===== src/hw/rtl/hsv2rgb_pkg.sv =====
// hsv2rgb_pkg: shared types and constants for the HSV to RGB pipeline.
// No dependencies; imported by hsv_to_rgb_converter, hsv2rgb_front/mix/quant.

package hsv2rgb_pkg;

  localparam logic [14:0] FULL_TURN   = 15'd23040;  // 360 deg, 1/64 deg units
  localparam logic [14:0] SECTOR_SPAN = 15'd3840;   // 60 deg
  localparam logic [8:0]  ONE_FIX     = 9'd256;     // 1.0 for s and v
  localparam logic [27:0] SEC_UNITS   = 28'd3840;
  localparam logic [36:0] CHAN_SCALE  = 37'd510;    // 255 * 2
  localparam logic [36:0] CHAN_BIAS   = 37'd251658240; // 3840 * 65536
  localparam logic [23:0] RECIP_15    = 24'd2185;   // ~2^15 / 15

  typedef enum logic [2:0] {
    SEC_CX0 = 3'd0,
    SEC_XC0 = 3'd1,
    SEC_0CX = 3'd2,
    SEC_0XC = 3'd3,
    SEC_X0C = 3'd4,
    SEC_C0X = 3'd5
  } sector_e;

  typedef struct packed {
    logic        inv;
    sector_e     sec;
    logic [11:0] k;
    logic [16:0] sv;
    logic [16:0] z;
  } front_t;

  typedef struct packed {
    logic             inv;
    logic [2:0][11:0] y;   // red, green, blue quotients by 2^25
  } mix_t;

endpackage


===== src/hw/rtl/hsv2rgb_if.sv =====
// hsv2rgb_if: valid/ready channel interfaces for HSV items in and RGB items out.
// No dependencies.

interface hsv2rgb_in_if;
  logic               valid;
  logic               ready;
  logic signed [15:0] hue;
  logic [8:0]         saturation;
  logic [8:0]         brightness;

  modport source (output valid, hue, saturation, brightness, input ready);
  modport sink   (input valid, hue, saturation, brightness, output ready);
endinterface

interface hsv2rgb_out_if;
  logic        valid;
  logic        ready;
  logic [23:0] rgb;
  logic        invalid;

  modport source (output valid, rgb, invalid, input ready);
  modport sink   (input valid, rgb, invalid, output ready);
endinterface


===== src/hw/rtl/hsv_to_rgb_converter.sv =====
// hsv_to_rgb_converter: HSV pixel to packed 24-bit RGB, five register stages.
// Stage registers A to E lie in order between input acceptance and result valid.
// Throughput: one item per cycle; each stage holds under backpressure.
// Reset: rst_ni async, active low, clears all stage valid bits; no data reset.
// Depends on hsv2rgb_pkg, hsv2rgb_if, hsv2rgb_front, hsv2rgb_mix, hsv2rgb_quant.

module hsv_to_rgb_converter import hsv2rgb_pkg::*; (
  input  logic               clk_i,
  input  logic               rst_ni,
  hsv2rgb_in_if.sink         pix_i,
  hsv2rgb_out_if.source      pix_o
);

  logic   fr_valid, fr_ready;
  front_t fr_data;
  logic   mx_valid, mx_ready;
  mix_t   mx_data;

  hsv2rgb_front u_front (
    .clk_i,
    .rst_ni,
    .valid_i      (pix_i.valid),
    .ready_o      (pix_i.ready),
    .hue_i        (pix_i.hue),
    .saturation_i (pix_i.saturation),
    .brightness_i (pix_i.brightness),
    .valid_o      (fr_valid),
    .ready_i      (fr_ready),
    .data_o       (fr_data)
  );

  hsv2rgb_mix u_mix (
    .clk_i,
    .rst_ni,
    .valid_i (fr_valid),
    .ready_o (fr_ready),
    .data_i  (fr_data),
    .valid_o (mx_valid),
    .ready_i (mx_ready),
    .data_o  (mx_data)
  );

  hsv2rgb_quant u_quant (
    .clk_i,
    .rst_ni,
    .valid_i   (mx_valid),
    .ready_o   (mx_ready),
    .data_i    (mx_data),
    .valid_o   (pix_o.valid),
    .ready_i   (pix_o.ready),
    .rgb_o     (pix_o.rgb),
    .invalid_o (pix_o.invalid)
  );

endmodule


===== src/hw/rtl/hsv2rgb_front.sv =====
// hsv2rgb_front: stages A and B - range check, hue wrap, s*v, sector and ramp.
// Depends on hsv2rgb_pkg.

module hsv2rgb_front import hsv2rgb_pkg::*; (
  input  logic               clk_i,
  input  logic               rst_ni,
  input  logic               valid_i,
  output logic               ready_o,
  input  logic signed [15:0] hue_i,
  input  logic [8:0]         saturation_i,
  input  logic [8:0]         brightness_i,
  output logic               valid_o,
  input  logic               ready_i,
  output front_t             data_o
);

  logic        a_vld_q, a_inv_q, a_inv_d;
  logic [14:0] a_h_q, a_h_d;
  logic [16:0] a_sv_q, a_sv_d;
  logic [8:0]  a_v_q;
  logic        b_vld_q;
  front_t      b_q, b_d;
  logic        en_a, en_b;
  logic [14:0] base;
  logic [12:0] t;

  assign en_b    = !b_vld_q || ready_i;
  assign en_a    = !a_vld_q || en_b;
  assign ready_o = en_a;

  always_comb begin
    a_inv_d = hue_i[15] || (saturation_i > ONE_FIX) || (brightness_i > ONE_FIX);
    a_h_d   = (hue_i[14:0] > FULL_TURN) ? (hue_i[14:0] - FULL_TURN) : hue_i[14:0];
    a_sv_d  = 17'(saturation_i) * 17'(brightness_i);
  end

  always_comb begin
    b_d.inv = a_inv_q;
    b_d.sv  = a_sv_q;
    b_d.z   = {a_v_q, 8'd0} - a_sv_q;
    priority if (a_h_q >= FULL_TURN) begin
      b_d.sec = SEC_CX0;
      base    = FULL_TURN;
    end else if (a_h_q >= 5 * SECTOR_SPAN) begin
      b_d.sec = SEC_C0X;
      base    = 15'(4 * SECTOR_SPAN);
    end else if (a_h_q >= 4 * SECTOR_SPAN) begin
      b_d.sec = SEC_X0C;
      base    = 15'(4 * SECTOR_SPAN);
    end else if (a_h_q >= 3 * SECTOR_SPAN) begin
      b_d.sec = SEC_0XC;
      base    = 15'(2 * SECTOR_SPAN);
    end else if (a_h_q >= 2 * SECTOR_SPAN) begin
      b_d.sec = SEC_0CX;
      base    = 15'(2 * SECTOR_SPAN);
    end else if (a_h_q >= SECTOR_SPAN) begin
      b_d.sec = SEC_XC0;
      base    = '0;
    end else begin
      b_d.sec = SEC_CX0;
      base    = '0;
    end
    t = 13'(a_h_q - base);
    b_d.k = (t < 13'(SECTOR_SPAN)) ? t[11:0] : 12'(13'(2 * SECTOR_SPAN) - t);
  end

  always_ff @(posedge clk_i or negedge rst_ni) begin
    if (!rst_ni) begin
      a_vld_q <= 1'b0;
      b_vld_q <= 1'b0;
    end else begin
      if (en_a) a_vld_q <= valid_i;
      if (en_b) b_vld_q <= a_vld_q;
    end
  end

  always_ff @(posedge clk_i) begin
    if (en_a && valid_i) begin
      a_inv_q <= a_inv_d;
      a_h_q   <= a_h_d;
      a_sv_q  <= a_sv_d;
      a_v_q   <= brightness_i;
    end
    if (en_b && a_vld_q) b_q <= b_d;
  end

  assign valid_o = b_vld_q;
  assign data_o  = b_q;

endmodule


===== src/hw/rtl/hsv2rgb_mix.sv =====
// hsv2rgb_mix: stages C and D - channel numerators, sector permutation, x255 scale.
// Depends on hsv2rgb_pkg.

module hsv2rgb_mix import hsv2rgb_pkg::*; (
  input  logic   clk_i,
  input  logic   rst_ni,
  input  logic   valid_i,
  output logic   ready_o,
  input  front_t data_i,
  output logic   valid_o,
  input  logic   ready_i,
  output mix_t   data_o
);

  logic             c_vld_q, c_inv_q;
  logic [2:0][27:0] c_n_q, c_n_d;
  logic             d_vld_q;
  mix_t             d_q, d_d;
  logic             en_c, en_d;
  logic [27:0]      cn, xn, zn;
  logic [36:0]      m [3];

  assign en_d    = !d_vld_q || ready_i;
  assign en_c    = !c_vld_q || en_d;
  assign ready_o = en_c;

  always_comb begin
    zn = 28'(data_i.z) * SEC_UNITS;
    cn = 28'(17'(data_i.z + data_i.sv)) * SEC_UNITS;
    xn = 28'(28'(data_i.sv) * 28'(data_i.k)) + zn;
    unique case (data_i.sec)
      SEC_CX0: c_n_d = {cn, xn, zn};
      SEC_XC0: c_n_d = {xn, cn, zn};
      SEC_0CX: c_n_d = {zn, cn, xn};
      SEC_0XC: c_n_d = {zn, xn, cn};
      SEC_X0C: c_n_d = {xn, zn, cn};
      SEC_C0X: c_n_d = {cn, zn, xn};
      default: c_n_d = {cn, zn, xn};
    endcase
  end

  always_comb begin
    d_d.inv = c_inv_q;
    for (int i = 0; i < 3; i++) begin
      m[i]     = 37'(c_n_q[i]) * CHAN_SCALE + CHAN_BIAS;
      d_d.y[i] = m[i][36:25];
    end
  end

  always_ff @(posedge clk_i or negedge rst_ni) begin
    if (!rst_ni) begin
      c_vld_q <= 1'b0;
      d_vld_q <= 1'b0;
    end else begin
      if (en_c) c_vld_q <= valid_i;
      if (en_d) d_vld_q <= c_vld_q;
    end
  end

  always_ff @(posedge clk_i) begin
    if (en_c && valid_i) begin
      c_inv_q <= data_i.inv;
      c_n_q   <= c_n_d;
    end
    if (en_d && c_vld_q) d_q <= d_d;
  end

  assign valid_o = d_vld_q;
  assign data_o  = d_q;

endmodule


===== src/hw/rtl/hsv2rgb_quant.sv =====
// hsv2rgb_quant: stage E - divide by 15 via reciprocal, pack RGB, output register.
// Depends on hsv2rgb_pkg.

module hsv2rgb_quant import hsv2rgb_pkg::*; (
  input  logic        clk_i,
  input  logic        rst_ni,
  input  logic        valid_i,
  output logic        ready_o,
  input  mix_t        data_i,
  output logic        valid_o,
  input  logic        ready_i,
  output logic [23:0] rgb_o,
  output logic        invalid_o
);

  logic        e_vld_q, e_inv_q;
  logic [23:0] e_rgb_q, e_rgb_d;
  logic        en_e;
  logic [23:0] p [3];

  assign en_e    = !e_vld_q || ready_i;
  assign ready_o = en_e;

  always_comb begin
    for (int i = 0; i < 3; i++) begin
      p[i] = 24'(data_i.y[i]) * RECIP_15;
    end
    e_rgb_d = data_i.inv ? '0 : {p[2][22:15], p[1][22:15], p[0][22:15]};
  end

  always_ff @(posedge clk_i or negedge rst_ni) begin
    if (!rst_ni) begin
      e_vld_q <= 1'b0;
    end else if (en_e) begin
      e_vld_q <= valid_i;
    end
  end

  always_ff @(posedge clk_i) begin
    if (en_e && valid_i) begin
      e_inv_q <= data_i.inv;
      e_rgb_q <= e_rgb_d;
    end
  end

  assign valid_o   = e_vld_q;
  assign rgb_o     = e_rgb_q;
  assign invalid_o = e_inv_q;

endmodule


===== src/flat_wrapper.sv =====
// flat-port wrapper written by rule: the top's interface ports become plain ports
module hsv_to_rgb_converter_flat import hsv2rgb_pkg::*;
  (clk_i, rst_ni, pix_i_valid, pix_i_hue, pix_i_saturation, pix_i_brightness, pix_i_ready, pix_o_valid, pix_o_rgb, pix_o_invalid, pix_o_ready);
  hsv2rgb_in_if pix_i_i ();
  hsv2rgb_out_if pix_o_i ();
  input  logic clk_i;
  input  logic rst_ni;
  input wire logic [$bits(pix_i_i.valid)-1:0] pix_i_valid;
  input wire logic [$bits(pix_i_i.hue)-1:0] pix_i_hue;
  input wire logic [$bits(pix_i_i.saturation)-1:0] pix_i_saturation;
  input wire logic [$bits(pix_i_i.brightness)-1:0] pix_i_brightness;
  output wire logic [$bits(pix_i_i.ready)-1:0] pix_i_ready;
  output wire logic [$bits(pix_o_i.valid)-1:0] pix_o_valid;
  output wire logic [$bits(pix_o_i.rgb)-1:0] pix_o_rgb;
  output wire logic [$bits(pix_o_i.invalid)-1:0] pix_o_invalid;
  input wire logic [$bits(pix_o_i.ready)-1:0] pix_o_ready;
  assign pix_i_i.valid = pix_i_valid;
  assign pix_i_i.hue = pix_i_hue;
  assign pix_i_i.saturation = pix_i_saturation;
  assign pix_i_i.brightness = pix_i_brightness;
  assign pix_i_ready = pix_i_i.ready;
  assign pix_o_valid = pix_o_i.valid;
  assign pix_o_rgb = pix_o_i.rgb;
  assign pix_o_invalid = pix_o_i.invalid;
  assign pix_o_i.ready = pix_o_ready;
  hsv_to_rgb_converter u_core (.clk_i(clk_i), .rst_ni(rst_ni), .pix_i(pix_i_i), .pix_o(pix_o_i));
endmodule

===== config.mk =====
export PLATFORM = sky130hd
export DESIGN_NAME = hsv_to_rgb_converter_flat
export DESIGN_NICKNAME = d
export VERILOG_FILES = /design/src/hw/rtl/hsv2rgb_pkg.sv /design/src/hw/rtl/hsv2rgb_if.sv /design/src/hw/rtl/hsv_to_rgb_converter.sv /design/src/hw/rtl/hsv2rgb_front.sv /design/src/hw/rtl/hsv2rgb_mix.sv /design/src/hw/rtl/hsv2rgb_quant.sv /design/src/flat_wrapper.sv
export SDC_FILE = /design/constraint.sdc
export NUM_CORES = 2
export LEC_CHECK = 0
export BUFFER_PORTS_ARGS = -buffer_cell sky130_fd_sc_hd__clkbuf_2
export CAP_MARGIN = 5
export CELL_PAD_IN_SITES_DETAIL_PLACEMENT = 1
export CELL_PAD_IN_SITES_GLOBAL_PLACEMENT = 1
export CORE_ASPECT_RATIO = 1.75
export CORE_MARGIN = 1
export CORE_UTILIZATION = 28
export CTS_CLUSTER_DIAMETER = 80
export DETAILED_ROUTE_END_ITERATION = 6
export PLACE_DENSITY = 0.61
export SLEW_MARGIN = 20
export SYNTH_ARGS = -nofsm -noshare
export SYNTH_HDL_FRONTEND = slang
export SYNTH_SLANG_ARGS = --single-unit

===== constraint.sdc =====
create_clock -name clk_i -period 11.65 [get_ports clk_i]
set_input_delay 1.7475 -clock clk_i [delete_from_list [all_inputs] [get_ports clk_i]]
set_output_delay 1.7475 -clock clk_i [all_outputs]
set_load 0.02 [all_outputs]

# --- Yosys cells after proc, flatten, opt, wreduce, memory -nomap -nowiden ---
# Index checks and enable logic that the tools add are counted.
word_totals:
  register_bits: 244
  inputBits: 38
  output_inout_bits: 27
  wordCells: 90
op_classes:
  addsub: 9
  n_mul: 10
  n_lt_le_gt_ge: 10
  n_eq_ne: 4
  mux: 13
  n_reduce_logical: 19
ops:
  columns: ["op", "count"]
  rows:
  - ["one-hot mux 84 bit (5 select lines)", 1]
  - ["adder 37 x 28 -> 37 bit (second input constant)", 3]
  - ["multiplier 28 x 8 -> 36 bit (second input constant)", 3]
  - ["multiplier 12 x 12 -> 23 bit (second input constant)", 3]
  - ["2-to-1 mux 13 bit", 5]
  - ["multiplier 17 x 4 -> 20 bit (second input constant)", 2]
  - ["greater-or-equal comparator 15 x 14 -> 1 bit (second input constant)", 2]
  - ["greater-or-equal comparator 15 bit (second input constant)", 2]
  - ["adder 28 bit", 1]
  - ["multiplier 17 x 12 -> 28 bit", 1]
  - ["greater-than comparator 9 bit (second input constant)", 2]
  - ["adder 17 bit", 1]
  - ["multiplier 9 x 9 -> 17 bit", 1]
  - ["subtractor 17 bit", 1]
  - ["greater-or-equal comparator 15 x 12 -> 1 bit (second input constant)", 1]
  - ["greater-or-equal comparator 15 x 13 -> 1 bit (second input constant)", 1]
  - ["greater-than comparator 15 bit (second input constant)", 1]
  - ["2-to-1 mux 15 bit", 1]
  - ["subtractor 15 bit (second input constant)", 1]
  - ["< comparator 13 x 12 -> 1 bit (second input constant)", 1]
  - ["subtractor 13 bit", 1]
  - ["2-to-1 mux 12 bit", 1]
  - ["subtractor 12 bit (first input constant)", 1]
  - ["logical OR 1 bit", 7]
  - ["10 further kinds", 21]

# --- Logic depth before layout (Yosys ltp) ---
depth:
  ltp_word: 9
  ltp_mapped: 30
  depth_no_buf: 30

# --- Cells and area by module ---
# Synthesis repeated with hierarchy kept, for this count alone.
hier_totals:
  cells_unflattened: 4199
  hier_area_um2: 42065.3
modules_own_cells:
  columns: ["module", "instances", "cells_per_inst", "area_per_inst_um2", "seq_area_each_um2"]
  rows:
  - ["hsv2rgb_mix", 1, 3074, 30261.5, 3713.6]
  - ["hsv2rgb_front", 1, 603, 6652.6, 2782.7]
  - ["hsv2rgb_quant", 1, 522, 5151.2, 775.7]

# --- Worst setup path after synthesis ---
# No wires, ideal clock.
synth_timing:
  path_kind: "register -> register"
  start: "reg u_core.u_front.b_q, in the netlist u_core.u_front.data_o[17]"
  end: "reg u_core.u_mix.c_n_q[82] (netlist bit) (data pin)"
  arrival_time_ps: 6934
  t_required_ps: 11374
  slack_ps: 4440
  path_stages_with_launch: 25
  path_buffers: 0
  period_less_slack_ps: 7210
  cell_sequence: "edfxtp_1 > fa_1 > fa_1 > fa_1 > a21o_1 > a21oi_1 > o21bai_1 > a21oi_1 > o21ai_0 > xnor2_1 > fa_1 > fa_1 > fa_1 > fa_1 > inv_1 > ha_1 > a21o_1 > a21o_1 > a21oi_1 > a31oi_1 > o41ai_1 > xnor2_1 > and2_1 > o21ai_0 > o221ai_1"
synth_rtl:
  columns: ["element", "line", "rtl"]
  rows:
  - ["start, declared", "hsv2rgb_front.sv:22", "front_t b_q, b_d;"]
  - ["start signal, assigned", "hsv2rgb_front.sv:84", "if (en_b && a_vld_q) b_q <= b_d;"]
  - ["end signal, assigned", "hsv2rgb_mix.sv:63", "c_n_q <= c_n_d;"]
  - ["end, declared", "hsv2rgb_mix.sv:16", "logic [2:0][27:0] c_n_q, c_n_d;"]

==> impl_metrics.env <==
export IMPL_outcome="finished clean"
export IMPL_cap_violations=0
export IMPL_relSlewSlack_pct=29.1
export IMPL_ant_nets=0
export IMPL_period_minus_slack_ps=8240
export IMPL_synthesis_area_um2=41400
export IMPL_startpoint_type="flip-flop"
export IMPL_ys_warn_count=0
export IMPL_routabilityCongestion=0.947
export IMPL_grt_pass1_vias=32626
export IMPL_hold_buffers=0
export IMPL_htreeDepth=2
export IMPL_cp_max_fo=20
export IMPL_synth_edff_count=238
export IMPL_regToRegSetupSlack_ps=3410
export IMPL_clkTransAtPathRegs_ps=70
export IMPL_critPathCapture="u_core.u_mix.c_n_q[79]$_DFFE_PP_"
export IMPL_hp_start="u_core.u_front.a_inv_q$_DFFE_PP_"
export IMPL_grt_pass1_wl_um=174000
export IMPL_critical_path_arrival_ps=8670
export IMPL_period_share_pct=70.7
export IMPL_crit_start="u_core.u_front.data_o[17]$_DFFE_PP_"
export IMPL_synth_cell_types=101
export IMPL_timing_fmax_mhz=121
export IMPL_drt_iter0_markers=841
export IMPL_port_buffers=64
export IMPL_grt_max_degree=85
export IMPL_cts_root_buf="clkbuf_16"
export IMPL_synthFlopType="edfxtp_1"
export IMPL_worst_pin_slew_ps=1060
export IMPL_end_kind="flip-flop"
export IMPL_reg2reg_from="u_core.u_front.data_o[17]$_DFFE_PP_"
export IMPL_io_pins=65
export IMPL_layout_drive_gt1_share_pct=4.77
export IMPL_cts_sinks=243
export IMPL_multiInputGateArea_um2=30400
export IMPL_ys_seq_elements=243
export IMPL_reg2reg_depth=25
export IMPL_areaGrowthSynthToFinish_pct=9.15
export IMPL_numCtsBuffers=34
export IMPL_dieArea_um2=150000
export IMPL_worstPathRequired_ps=12080
export IMPL_postSynthAreaPerCell_um2=9.98
export IMPL_rsz0062_at_grt="false"
export IMPL_overflow=0
export IMPL_nets=5415
export IMPL_antenna_found_initial=4
export IMPL_mostFrequentLayoutCell="inv_1"
export IMPL_insertion_delay_ps=580
export IMPL_hold_path_class="reg -> reg"
export IMPL_async_flop_share_pct=2.06
export IMPL_yosysTopAreaCell="fa_1"
export IMPL_viasPerCell=4.63
export IMPL_coreArea_um2=147000
export IMPL_drc_errors=0
export IMPL_detailedRoute_firstPassIterationCount=5
export IMPL_criticalPathCategory="reg -> reg"
export IMPL_syn_inst=4149
export IMPL_wirelength_um=110000
export IMPL_layout_common_cells="inv_1, fa_1, ha_1, nand2_1, edfxtp_1"
export IMPL_r2r_end="u_core.u_mix.c_n_q[79]$_DFFE_PP_"
export IMPL_nFillCells=16792
export IMPL_finalSetupTns_ps=0
export IMPL_skew_ps=28.7
export IMPL_die_x_um=293
export IMPL_netlist_area_leader_share_pct=33.3
export IMPL_clockBufferDepth=3
export IMPL_grt_util_all_layers_pct=14.9
export IMPL_rows=186
export IMPL_synth_nets=5390
export IMPL_ys_seq_area_share_pct=17.6
export IMPL_vias=28600
export IMPL_cts_resized_gates=0
export IMPL_finalHoldViolations=0
export IMPL_cts_tree="yes"
export IMPL_initial_core_util_pct=28.2
export IMPL_wl_per_cell_um=17.7
export IMPL_slew_violations=0
export IMPL_ys_top_cells_by_area="fa_1, edfxtp_1, ha_1"
export IMPL_die_h_um=511
export IMPL_setup_violations=0
export IMPL_regArea_um2=7270
export IMPL_hpwl_um=96700
export IMPL_cts_setup_buffers=0
[worst min path at each step]
| stage | to | slack [ps] | cells past startpoint |
|---|---|---|---|
| after floorplan | u_core.u_front.data_o[49]$_DFFE_PP_ | 400 | 0 |
| after detailed placement | u_core.u_front.data_o[49]$_DFFE_PP_ | 420 | 0 |
| after CTS | u_core.u_front.data_o[49]$_DFFE_PP_ | 430 | 0 |
| after global routing | u_core.u_front.data_o[49]$_DFFE_PP_ | 440 | 0 |
| final | u_core.u_front.data_o[49]$_DFFE_PP_ | 430 | 0 |
| after global placement | u_core.u_front.data_o[49]$_DFFE_PP_ | 420 | 0 |
[area by class of cell]
cell class                      count  share of cell area (%)
Multi-Input combinational cell   2903                    67.2
Sequential cell                   243                    16.1
Inverter                          900                    7.47
Tap cell                         1974                    5.46
Clock buffer                       40                    1.98
Timing Repair Buffer               92                    1.17
Clock inverter                     19                   0.573
Antenna cell                        2                  0.0111
[cell usage after synthesis (all sizes together), types with 30 or more instances]
library cell and instances:
a211oi 30, a21o 49, a21oi 179, and2 116, and3 31, clkbuf 96, edfxtp 238, fa 688
ha 515, inv 899, nand2 347, nand3 50, nor2 167, nor3 52, o21ai 118, xnor2 131
xor2 76
[logic make-up after synthesis]
family	count (synthesis)	synth area share, %
fa+ha+maj	1206	48.9
simple gates	881	10.2
buf+inv	1003	9.09
xor+xnor	207	4.41
mux	12	0.329
flops	243	17.6
compound gates	597	9.52
[per-layer routing]
layer  vias up  GRT usage, %  part of all wire, %
met4         0          7.45                  5.5
li1      13413             -                    -
met2       329          30.9                   58
met1     14683          14.0                   34
met5         -             0                    0
met3       175          1.35                  1.9
[stage by stage]
| step | util [%] | worst slack [ps] | hold slack (ps) | std cells | area (um^2) |
|---|---|---|---|---|---|
| after floorplan | - | 4440 | 400 | 4149 | 41400 |
| after global placement | 30.0 | 3630 | 418 | 6112 | 44100 |
| after detailed placement | 30.0 | 3410 | 417 | 6112 | 44100 |
| after CTS | 30.8 | 3370 | 428 | 6171 | 45200 |
| after global routing | 30.8 | 3000 | 438 | 6172 | 45200 |
| final | 30.8 | 3410 | 427 | 6173 | 45200 |
[flip-flops by register name, summed over array words and instances (netlist names), 9 cells and up]
signal,flops
u_core.u_front.a_h_q,15
u_core.u_front.a_sv_q,17
u_core.u_front.a_v_q,9
u_core.u_front.data_o,49
u_core.u_mix.c_n_q,84
u_core.u_mix.data_o,37
u_core.u_quant.rgb_o,24
[worst max-delay path, stage by stage (launching register included)]
cell	delay, ps
edfxtp_1	360
buf_4	220
fa_1	610
fa_1	480
fa_1	480
a21o_1	180
a21oi_1	240
o21bai_1	100
a21oi_1	340
o21ai_0	310
xnor2_1	380
fa_1	480
fa_1	500
fa_1	500
fa_1	490
inv_1	40
ha_1	230
a2111oi_0	390
o211ai_1	240
and2_1	240
a21bo_2	230
a21oi_1	180
xnor2_1	290
o21ai_0	200
a22o_1	280
a21oi_1	110
Power is not shown: default switching activity piles up to over one toggle a cycle in this logic, so the estimate is an artifact.
